## config.mk

```make
export PLATFORM = sky130hd
export DESIGN_NAME = json_secret_value_masker
export DESIGN_NICKNAME = d
export VERILOG_FILES = /design/src/rtl/jsm_pkg.sv /design/src/rtl/jsm_front.sv /design/src/rtl/jsm_queue.sv /design/src/rtl/jsm_back.sv /design/src/rtl/json_secret_value_masker.sv
export SDC_FILE = /design/constraint.sdc
export NUM_CORES = 1
export LEC_CHECK = 0
export BUFFER_PORTS_ARGS = -buffer_cell sky130_fd_sc_hd__buf_2
export CAP_MARGIN = 20
export CORE_MARGIN = 4
export CORE_UTILIZATION = 45
export DETAILED_ROUTE_END_ITERATION = 8
export PLACE_DENSITY = 0.71
export SLEW_MARGIN = 20
export SYNTH_ARGS = -nofsm -noshare
export SYNTH_HDL_FRONTEND = slang
export SYNTH_SLANG_ARGS = --single-unit
```

## constraint.sdc

```tcl
create_clock -name clk -period 8.3 [get_ports clk]
set_clock_uncertainty 0.05 [all_clocks]
set_input_delay 1.245 -clock clk [delete_from_list [all_inputs] [get_ports clk]]
set_output_delay 1.245 -clock clk [all_outputs]
set_load 0.01 [all_outputs]
```

## src/rtl/jsm_pkg.sv

```systemverilog
// ============================================================================
// jsm_pkg
// Shared types, character codes and keyword helpers for the JSON secret
// value masker.
// ============================================================================
package jsm_pkg;

	localparam int BYTE_W  = 8;
	localparam int CAP_W   = 16;
	localparam int WIN_LEN = 13;
	localparam int QDEPTH  = 4;
	localparam int MASK_LEN = 5;

	localparam logic [CAP_W-1:0] CAP_RESET = 16'd4096;

	localparam logic [BYTE_W-1:0] CH_QUOTE  = 8'h22;
	localparam logic [BYTE_W-1:0] CH_SPACE  = 8'h20;
	localparam logic [BYTE_W-1:0] CH_COLON  = 8'h3A;
	localparam logic [BYTE_W-1:0] CH_COMMA  = 8'h2C;
	localparam logic [BYTE_W-1:0] CH_RBRACE = 8'h7D;
	localparam logic [BYTE_W-1:0] CH_RBRACK = 8'h5D;
	localparam logic [BYTE_W-1:0] CH_STAR   = 8'h2A;
	localparam logic [BYTE_W-1:0] CH_NUL    = 8'h00;

	// Keywords, first character in the most significant byte.
	localparam logic [39:0]  KW_TOKEN  = "token";
	localparam logic [55:0]  KW_APIKEY = "api_key";
	localparam logic [103:0] KW_AUTHZ  = "authorization";
	localparam logic [63:0]  KW_PASSWD = "password";
	localparam logic [47:0]  KW_SECRET = "secret";
	localparam logic [31:0]  KW_AUTH   = "auth";
	localparam logic [47:0]  KW_BEARER = "bearer";
	localparam logic [23:0]  KW_KEY    = "key";

	// One output command: an optional slice of the quoted mask text,
	// followed by an optional single byte.
	typedef struct packed {
		logic              pre_start;  // 0: start at the opening quote, 1: at the stars
		logic [2:0]        pre_count;  // mask bytes to emit
		logic              has_byte;   // trailing byte present
		logic [BYTE_W-1:0] data;       // trailing byte
		logic              last;       // trailing byte is the terminator
	} jsm_cmd_t;

	// Mask text is quote, three stars, quote.
	function automatic logic [BYTE_W-1:0] mask_char(logic [2:0] idx);
		logic edge_pos;
		edge_pos = (idx == 3'd0) || (idx == 3'd4);
		return edge_pos ? CH_QUOTE : CH_STAR;
	endfunction

	function automatic logic [BYTE_W-1:0] to_lower(logic [BYTE_W-1:0] b);
		logic upper;
		upper = (b >= 8'h41) && (b <= 8'h5A);
		return upper ? (b | 8'h20) : b;
	endfunction

	// The newest byte of the window sits in the lowest byte lane.
	function automatic logic kw_hit(logic [WIN_LEN*BYTE_W-1:0] w);
		logic hit;
		hit = (w[39:0] == KW_TOKEN) || (w[55:0] == KW_APIKEY) ||
		      (w[103:0] == KW_AUTHZ) || (w[63:0] == KW_PASSWD) ||
		      (w[47:0] == KW_SECRET) || (w[31:0] == KW_AUTH) ||
		      (w[47:0] == KW_BEARER) || (w[23:0] == KW_KEY);
		return hit;
	endfunction

endpackage

```

## src/rtl/jsm_front.sv

```systemverilog
// ============================================================================
// jsm_front
// Classifies each input beat, tracks the key window and output space, and
// produces one output command per beat that yields any bytes.
// ============================================================================
module jsm_front #(
	parameter int KEY_LIMIT = 63
) (
	input  logic                         clk,
	input  logic                         arst_n,
	input  logic                         cfg_wen,
	input  logic [jsm_pkg::CAP_W-1:0]    cfg_wdata,
	input  logic                         accept,
	input  logic [jsm_pkg::BYTE_W-1:0]   in_byte,
	input  logic                         in_end,
	output logic                         push,
	output jsm_pkg::jsm_cmd_t            cmd
);

	localparam int KLW = $clog2(KEY_LIMIT + 1);
	localparam int WW  = jsm_pkg::WIN_LEN * jsm_pkg::BYTE_W;

	localparam logic [2:0] M_COPY    = 3'd0;
	localparam logic [2:0] M_KEY     = 3'd1;
	localparam logic [2:0] M_SEP     = 3'd2;
	localparam logic [2:0] M_SKIPSTR = 3'd3;
	localparam logic [2:0] M_SKIPVAL = 3'd4;

	logic [2:0]                   mode_q;
	logic [KLW-1:0]               klen_q;
	logic [WW-1:0]                win_q;
	logic                         matched_q;
	logic [jsm_pkg::CAP_W-1:0]    space_q;
	logic [jsm_pkg::CAP_W-1:0]    cap_q;

	logic                         is_quote, is_sep, is_term;
	logic [2:0]                   m1, m2, mode_d;
	logic [WW-1:0]                win_new;
	logic                         hit;
	logic [2:0]                   mask_n;
	logic                         pre_start;
	logic [2:0]                   pre_count;
	logic                         want_byte, is_last, take, clear;
	logic [jsm_pkg::BYTE_W-1:0]   data;
	logic [jsm_pkg::CAP_W-1:0]    space_mid, space_next;
	logic                         has_byte;
	logic                         active;

	always_comb begin
		is_quote = in_byte == jsm_pkg::CH_QUOTE;
		is_sep   = (in_byte == jsm_pkg::CH_SPACE) || (in_byte == jsm_pkg::CH_COLON);
		is_term  = (in_byte == jsm_pkg::CH_COMMA) || (in_byte == jsm_pkg::CH_RBRACE) ||
		           (in_byte == jsm_pkg::CH_RBRACK);

		// An over-long key ends without its quote; the byte is then handled
		// by whatever mode follows, possibly falling through the separator.
		m1 = mode_q;
		if (mode_q == M_KEY && !is_quote && klen_q >= KLW'(KEY_LIMIT)) begin
			m1 = matched_q ? M_SEP : M_COPY;
		end
		m2 = (m1 == M_SEP && !is_sep && !is_quote) ? M_SKIPVAL : m1;

		win_new = {win_q[WW-jsm_pkg::BYTE_W-1:0], jsm_pkg::to_lower(in_byte)};
		hit     = jsm_pkg::kw_hit(win_new);
		mask_n  = (space_q < jsm_pkg::CAP_W'(jsm_pkg::MASK_LEN)) ?
		          space_q[2:0] : 3'(jsm_pkg::MASK_LEN);

		pre_start = 1'b0;
		pre_count = 3'd0;
		want_byte = 1'b0;
		is_last   = 1'b0;
		data      = in_byte;
		mode_d    = m2;
		take      = 1'b0;
		clear     = 1'b0;

		if (in_end) begin
			data      = jsm_pkg::CH_NUL;
			is_last   = 1'b1;
			want_byte = 1'b1;
			unique case (mode_q)
				M_KEY: begin
					if (matched_q) begin
						pre_count = mask_n;
					end
				end
				M_SEP, M_SKIPVAL: begin
					pre_count = mask_n;
				end
				M_SKIPSTR: begin
					if (space_q >= 16'd3) begin
						pre_start = 1'b1;
						pre_count = 3'd3;
					end
				end
				default: begin
				end
			endcase
		end else begin
			unique case (m2)
				M_KEY: begin
					want_byte = 1'b1;
					if (is_quote) begin
						mode_d = matched_q ? M_SEP : M_COPY;
					end else begin
						take = 1'b1;
					end
				end
				M_SEP: begin
					want_byte = 1'b1;
					if (is_quote) begin
						mode_d = M_SKIPSTR;
					end
				end
				M_SKIPSTR: begin
					if (is_quote) begin
						if (space_q >= 16'd3) begin
							pre_start = 1'b1;
							pre_count = 3'd3;
						end
						want_byte = 1'b1;
						mode_d    = M_COPY;
					end
				end
				M_SKIPVAL: begin
					if (is_term) begin
						pre_count = mask_n;
						want_byte = 1'b1;
						mode_d    = M_COPY;
					end
				end
				default: begin
					want_byte = 1'b1;
					if (is_quote) begin
						mode_d = M_KEY;
						clear  = 1'b1;
					end
				end
			endcase
		end

		space_mid  = space_q - jsm_pkg::CAP_W'(pre_count);
		has_byte   = want_byte && (in_end || space_mid != '0);
		space_next = space_mid - jsm_pkg::CAP_W'(has_byte);

		active = accept && (in_end || space_q != '0);
		push   = active && (pre_count != 3'd0 || has_byte);

		cmd.pre_start = pre_start;
		cmd.pre_count = pre_count;
		cmd.has_byte  = has_byte;
		cmd.data      = data;
		cmd.last      = is_last;
	end

	always_ff @(posedge clk or negedge arst_n) begin
		if (!arst_n) begin
			cap_q     <= jsm_pkg::CAP_RESET;
			space_q   <= jsm_pkg::CAP_RESET - 16'd1;
			mode_q    <= M_COPY;
			klen_q    <= '0;
			win_q     <= '0;
			matched_q <= 1'b0;
		end else if (cfg_wen) begin
			cap_q     <= cfg_wdata;
			space_q   <= (cfg_wdata == '0) ? '0 : cfg_wdata - 16'd1;
			mode_q    <= M_COPY;
			klen_q    <= '0;
			win_q     <= '0;
			matched_q <= 1'b0;
		end else if (active) begin
			if (in_end) begin
				space_q   <= (cap_q == '0) ? '0 : cap_q - 16'd1;
				mode_q    <= M_COPY;
				klen_q    <= '0;
				win_q     <= '0;
				matched_q <= 1'b0;
			end else begin
				space_q <= space_next;
				mode_q  <= mode_d;
				if (clear) begin
					klen_q    <= '0;
					win_q     <= '0;
					matched_q <= 1'b0;
				end else if (take) begin
					klen_q    <= klen_q + KLW'(1);
					win_q     <= win_new;
					matched_q <= matched_q | hit;
				end
			end
		end
	end

endmodule

```

## src/rtl/jsm_queue.sv

```systemverilog
// ============================================================================
// jsm_queue
// Small command FIFO between the classifier and the byte emitter.
// ============================================================================
module jsm_queue (
	input  logic              clk,
	input  logic              arst_n,
	input  logic              push,
	input  jsm_pkg::jsm_cmd_t push_cmd,
	input  logic              pop,
	output logic              full,
	output logic              head_valid,
	output jsm_pkg::jsm_cmd_t head_cmd
);

	localparam int PW = $clog2(jsm_pkg::QDEPTH);
	localparam int CW = $clog2(jsm_pkg::QDEPTH + 1);

	jsm_pkg::jsm_cmd_t mem_q [jsm_pkg::QDEPTH];
	logic [PW-1:0]     wr_ptr_q, rd_ptr_q;
	logic [CW-1:0]     count_q;

	assign full       = count_q == CW'(jsm_pkg::QDEPTH);
	assign head_valid = count_q != '0;
	assign head_cmd   = mem_q[rd_ptr_q];

	always_ff @(posedge clk) begin
		if (push) begin
			mem_q[wr_ptr_q] <= push_cmd;
		end
	end

	always_ff @(posedge clk or negedge arst_n) begin
		if (!arst_n) begin
			wr_ptr_q <= '0;
			rd_ptr_q <= '0;
			count_q  <= '0;
		end else begin
			if (push) begin
				wr_ptr_q <= wr_ptr_q + PW'(1);
			end
			if (pop) begin
				rd_ptr_q <= rd_ptr_q + PW'(1);
			end
			if (push && !pop) begin
				count_q <= count_q + CW'(1);
			end else if (pop && !push) begin
				count_q <= count_q - CW'(1);
			end
		end
	end

endmodule

```

## src/rtl/jsm_back.sv

```systemverilog
// ============================================================================
// jsm_back
// Expands the command at the queue head into output beats, one per cycle
// unless the sink stalls, through a registered output stage.
// ============================================================================
module jsm_back (
	input  logic                        clk,
	input  logic                        arst_n,
	input  logic                        head_valid,
	input  jsm_pkg::jsm_cmd_t           head_cmd,
	output logic                        pop,
	output logic                        m_tvalid,
	input  logic                        m_tready,
	output logic [jsm_pkg::BYTE_W-1:0]  m_tdata,
	output logic                        m_tlast
);

	logic [2:0]                 pos_q;
	logic                       m_tvalid_q;
	logic [jsm_pkg::BYTE_W-1:0] m_tdata_q;
	logic                       m_tlast_q;

	logic                       load;
	logic                       in_prefix;
	logic [2:0]                 total;
	logic                       done;
	logic [jsm_pkg::BYTE_W-1:0] beat_data;
	logic                       beat_last;

	always_comb begin
		load      = head_valid && (!m_tvalid_q || m_tready);
		in_prefix = pos_q < head_cmd.pre_count;
		total     = head_cmd.pre_count + 3'(head_cmd.has_byte);
		done      = (pos_q + 3'd1) == total;
		beat_data = in_prefix ?
		            jsm_pkg::mask_char(pos_q + 3'(head_cmd.pre_start)) : head_cmd.data;
		beat_last = !in_prefix && head_cmd.last;
		pop       = load && done;
	end

	always_ff @(posedge clk) begin
		if (load) begin
			m_tdata_q <= beat_data;
			m_tlast_q <= beat_last;
		end
	end

	always_ff @(posedge clk or negedge arst_n) begin
		if (!arst_n) begin
			m_tvalid_q <= 1'b0;
			pos_q      <= '0;
		end else begin
			if (load) begin
				m_tvalid_q <= 1'b1;
				pos_q      <= done ? 3'd0 : pos_q + 3'd1;
			end else if (m_tready) begin
				m_tvalid_q <= 1'b0;
			end
		end
	end

	assign m_tvalid = m_tvalid_q;
	assign m_tdata  = m_tdata_q;
	assign m_tlast  = m_tlast_q;

endmodule

```

## src/rtl/json_secret_value_masker.sv

```systemverilog
// ============================================================================
// json_secret_value_masker
// Passes JSON text through byte by byte and masks the values of keys that
// look like secrets.
// ============================================================================
// Path: an input beat's command is written into the queue at the edge that
// accepts the beat, and its output beats leave through the output register.
// Throughput: one input beat per cycle; one masking beat expands into up to
// six output beats, so input stalls only while the four-entry queue is full.
// Reset: arst_n clears the block at once; capacity returns to 4096 bytes and
// the text restarts in copy mode with empty queue and output stage.
module json_secret_value_masker #(
	parameter int KEY_LIMIT = 63
) (
	input  logic        clk,
	input  logic        arst_n,

	// Configuration: out_capacity, output size in bytes including the
	// terminator.
	input  logic        cfg_wen,
	input  logic [15:0] cfg_wdata,

	// Input text stream.
	input  logic        s_tvalid,
	output logic        s_tready,
	input  logic [7:0]  s_tdata,   // [7:0] in_byte
	input  logic        s_tlast,   // end_of_text

	// Sanitized output stream.
	output logic        m_tvalid,
	input  logic        m_tready,
	output logic [7:0]  m_tdata,   // [7:0] out_byte
	output logic        m_tlast    // last, set on the terminator beat
);

	logic              accept;
	logic              push;
	jsm_pkg::jsm_cmd_t cmd;
	logic              full;
	logic              head_valid;
	jsm_pkg::jsm_cmd_t head_cmd;
	logic              pop;

	// The front side only waits on queue room, never on the output side, so
	// the sink can stall without blocking input until the queue fills.
	assign s_tready = !full;
	assign accept   = s_tvalid && s_tready;

	// Front: mode tracking, keyword matching and space accounting. Every
	// decision about which bytes appear is made here, one beat per cycle unless the queue is full.
	jsm_front #(
		.KEY_LIMIT (KEY_LIMIT)
	) u_front (
		.clk       (clk),
		.arst_n    (arst_n),
		.cfg_wen   (cfg_wen),
		.cfg_wdata (cfg_wdata),
		.accept    (accept),
		.in_byte   (s_tdata),
		.in_end    (s_tlast),
		.push      (push),
		.cmd       (cmd)
	);

	// Commands wait here while the back side spells out mask bursts.
	jsm_queue u_queue (
		.clk        (clk),
		.arst_n     (arst_n),
		.push       (push),
		.push_cmd   (cmd),
		.pop        (pop),
		.full       (full),
		.head_valid (head_valid),
		.head_cmd   (head_cmd)
	);

	// Back: turns each command into its mask bytes and trailing byte.
	jsm_back u_back (
		.clk        (clk),
		.arst_n     (arst_n),
		.head_valid (head_valid),
		.head_cmd   (head_cmd),
		.pop        (pop),
		.m_tvalid   (m_tvalid),
		.m_tready   (m_tready),
		.m_tdata    (m_tdata),
		.m_tlast    (m_tlast)
	);

endmodule

```

==> metrics.md <==
| Metric | Value |
|---|---|
| Outcome | `finished, final reports clean` |
| Post-Syn Instances | `925` |
| Wirelength per Cell | `around 18 um` |
| Maximum fanout along the worst path | `12` |
| CP max stage cell | `or4_1` |
| WP buf/inv | `2` |
| Post-synth top cells | `dfrtp_1 (136), a22o_1 (98), edfxtp_1 (65)` |
| Max Cap Viol | `0` |
| Largest area contributor in the netlist | `dfrtp_1` |
| Number of enable flip-flop cells after synthesis | `65` |
| Unrepaired setup endpoints after global routing | `no` |
| Async S/R FF share, synth | `0.696` |
| First-pass GRT wire length | `around 39,000 um` |
| Fraction of layout cells with a size suffix above 1 | `0.157` |
| Mapped cell area | `0.0108 sq mm` |
| F_max | `142 MHz` |
| H-tree depth | `1` |
| HP Class | `flop to flop` |
| Clock sink count | `214` |
| Mapped Nets | `between 900 and 1,000` |
| Setup CP Type | `input pin to flop` |
| Synth Warn # | `0` |
| Root Driver | `clkbuf_16` |
| Clock Path Buffers | `3` |
| Worst hold path depth | `2` |
| Final setup viols | `0` |
| Sequential area share after synthesis | `0.526` |
| Top Usage Layer GRT | `met1` |
| Synth top area share | `0.314` |
| Synthesized area per cell | `around 12 sq um` |
| Max stage delay on crit path | `around 550 ps` |
| P per Cell Area | `255 mW/mm^2` |
| Postcts setup bufs | `0` |
| Routed wire length | `22,800 um` |
| Peak supply drop | `approximately 0.15 mV` |
| Top delay family on crit path | `simple AND/OR/NAND/NOR gates` |
| Unique masters post-synth | `83` |
| Dpl cell area | `0.0112 sq mm` |
| Fin crit share | `0.846` |
| CTS Buf Count | `24` |
| Ports | `41` |
| Total Routing Usage GR | `0.174` |
| Initial core utilization | `0.460` |
| Worst Max-Slew Pin Slew | `1050 ps` |
| GR met3 Demand/Resource | `0.0232` |
| Pre-Repair DR Iteration Count | `5` |
| GR Overflow Total | `0` |
| Setup crit start kind | `input pin` |
| Seq. cell area | `0.00570 sq mm` |
| Hold-fix buffers, CTS | `0` |
| 1st-iter DRT viols | `666` |
| Endpoint type of the worst setup path | `flop` |
| Die X | `163 um` |
| Clock slew at the register clock pins of the worst setup and hold paths | `60 ps` |
| Layout fillers | `2,054` |
| Die ar. | `0.0266 sq mm` |
| ANT cells | `0` |
| Largest net degree at the start of global routing | `98` |
| ANT nets after route | `0` |
| Top FF cell, synth | `dfrtp_1` |
| Final Max Slew Viols | `0` |
| Area grow syn2layout | `10.5%` |
| Synth Register Bits | `around 210` |
| Antenna violations before repair | `0` |
| Residual DRC | `0` |
| Ranking of synthesized cells by area | `dfrtp_1 (31%), edfxtp_1 (18%), a22o_1 (7.9%)` |
| R2R cell count | `21` |
| DP HPWL | `15,300 um` |
| CP most frequent cell | `ha_1` |
| Die Y-Extent | `163 um` |
| Final TNS setup | `0 ps` |
| Final #Nets | `994` |
| Final Hold Fails | `0` |
| Vias in the first global route | `7,327` |
| Clock Latency Late Sink | `510 ps` |
| DR vias/cell | `5.90` |
| Num rows | `56` |
| Fin area | `0.0120 sq mm` |
| Critical Path AT | `7360 ps` |
| Post-CTS resize count | `0` |
| GP Congestion | `0.922` |
| Final min period | `7020 ps` |
| Leakage power | `between 4 and 5 nW` |
| Slew headroom | `0.295` |
| CTS tree | `done` |
| Core ar. | `0.0235 sq mm` |
| Multi-input logic area | `0.00480 sq mm` |
| Required @ worst endpoint | `8640 ps` |
| Met1 global-route usage | `0.268` |
| Met2 Usage GRT | `0.266` |
| Critical path depth | `22` |
| Total number of vias | `7,545` |
| Count leader, synth | `dfrtp_1` |
| CP cell instances | `buf_2 > or3b_2 > or4_1 > nor4_1 > nand2b_1 > a21o_1 > ha_1 > inv_1 > fa_1 > a211oi_2 > nand2_1 > nor2_1 > xnor2_1 > and4b_1 > a31oi_2 > ha_1 > ha_1 > nand4_1 > or2_2 > or4_1 > a31oi_1 > a21oi_1` |
| PortBufs | `40` |
[per-layer routing]
| metal | part of all wire | up-vias | wire length [um] |
|---|---|---|---|
| met2 | 0.45 | 224 | 10300 |
| met5 | 0 | - | 0 |
| li1 | - | 3564 | - |
| met1 | 0.48 | 3726 | 10900 |
| met4 | 0.017 | 0 | 384 |
| met3 | 0.052 | 31 | 1190 |
[through the flow]
stage | power (mW) | worst slack [ps] | hold WS, ps | utilization | instances
after floorplan | 1.89 | 1650 | 407 | - | 925
after global placement | 2.06 | 1100 | 427 | 0.477 | 1236
after detailed placement | 2.09 | 882 | 435 | 0.477 | 1236
after CTS | 3.09 | 1390 | 448 | 0.508 | 1278
after global routing | 3.24 | 823 | 461 | 0.508 | 1278
final | 3.05 | 1280 | 439 | 0.508 | 1278
[power breakdown]
group / internal, mW / switching, mW
clock: 0.589 / 0.407
combinational: 0.311 / 0.387
sequential: 1.25 / 0.111
[cells in the final DEF, fill, tap and decap left out, drive strengths merged, types with 24 or more instances in the layout]
| cell | instances |
|---|---|
| clkbuf | 39 |
| nor4 | 30 |
| buf | 45 |
| dfrtp | 136 |
| nand2 | 46 |
| nor2 | 64 |
| xnor2 | 34 |
| a22o | 98 |
| nor2b | 24 |
| xor2 | 26 |
| edfxtp | 65 |
| a21oi | 28 |
[state kept, by name, summed over array words and instances (netlist names)]
signal and cells:
u_back.m_tdata 8, u_back.m_tlast 1, u_back.m_tvalid 1, u_back.pos_q 3
u_front.cap_q 16, u_front.klen_q 6, u_front.matched_q 1, u_front.mode_q 3
u_front.space_q 16, u_front.win_q 96, u_queue.count_q 3, u_queue.mem_q 56
u_queue.rd_ptr_q 2, u_queue.wr_ptr_q 2
[tightest hold or removal path, cell delays in order (launching register included)]
cell     delay, ps
dfrtp_1        360
nand2_1         50
nand2_1         40
[worst paths after layout]
path / startpoint / end / slack (ps)
min in group asynchronous: arst_n / u_front.win_q[38] / 710
worst min-delay path: u_back.m_tvalid / u_back.m_tvalid / 440
worst max register to register: u_front.mode_q[0] / u_front.space_q[14] / 1420
worst min register to register: u_back.m_tvalid / u_back.m_tvalid / 440
worst max-delay path: s_tdata[1] / u_front.space_q[14] / 1280
max in group asynchronous: arst_n / u_front.win_q[82] / 6160
[area by class of cell]
class | instances | area share
clock buffer | 39 | 0.0601
tap | 319 | 0.0334
timing repair buffer | 45 | 0.0204
multi-input combinational | 636 | 0.401
clock inverter | 3 | 0.00146
inverter | 22 | 0.00690
sequential | 214 | 0.476
[cell families (layout without fill, tap and decap cells)]
family,Yosys count,count (layout),share of synthesized area
compound gates,221,221,0.157
fa+ha+maj,21,21,0.0257
mux,30,30,0.0461
xor+xnor,60,60,0.0485
buf+inv,75,109,0.0307
simple gates,304,304,0.165
flops,214,214,0.526
Power figures use the tool's default switching activity.
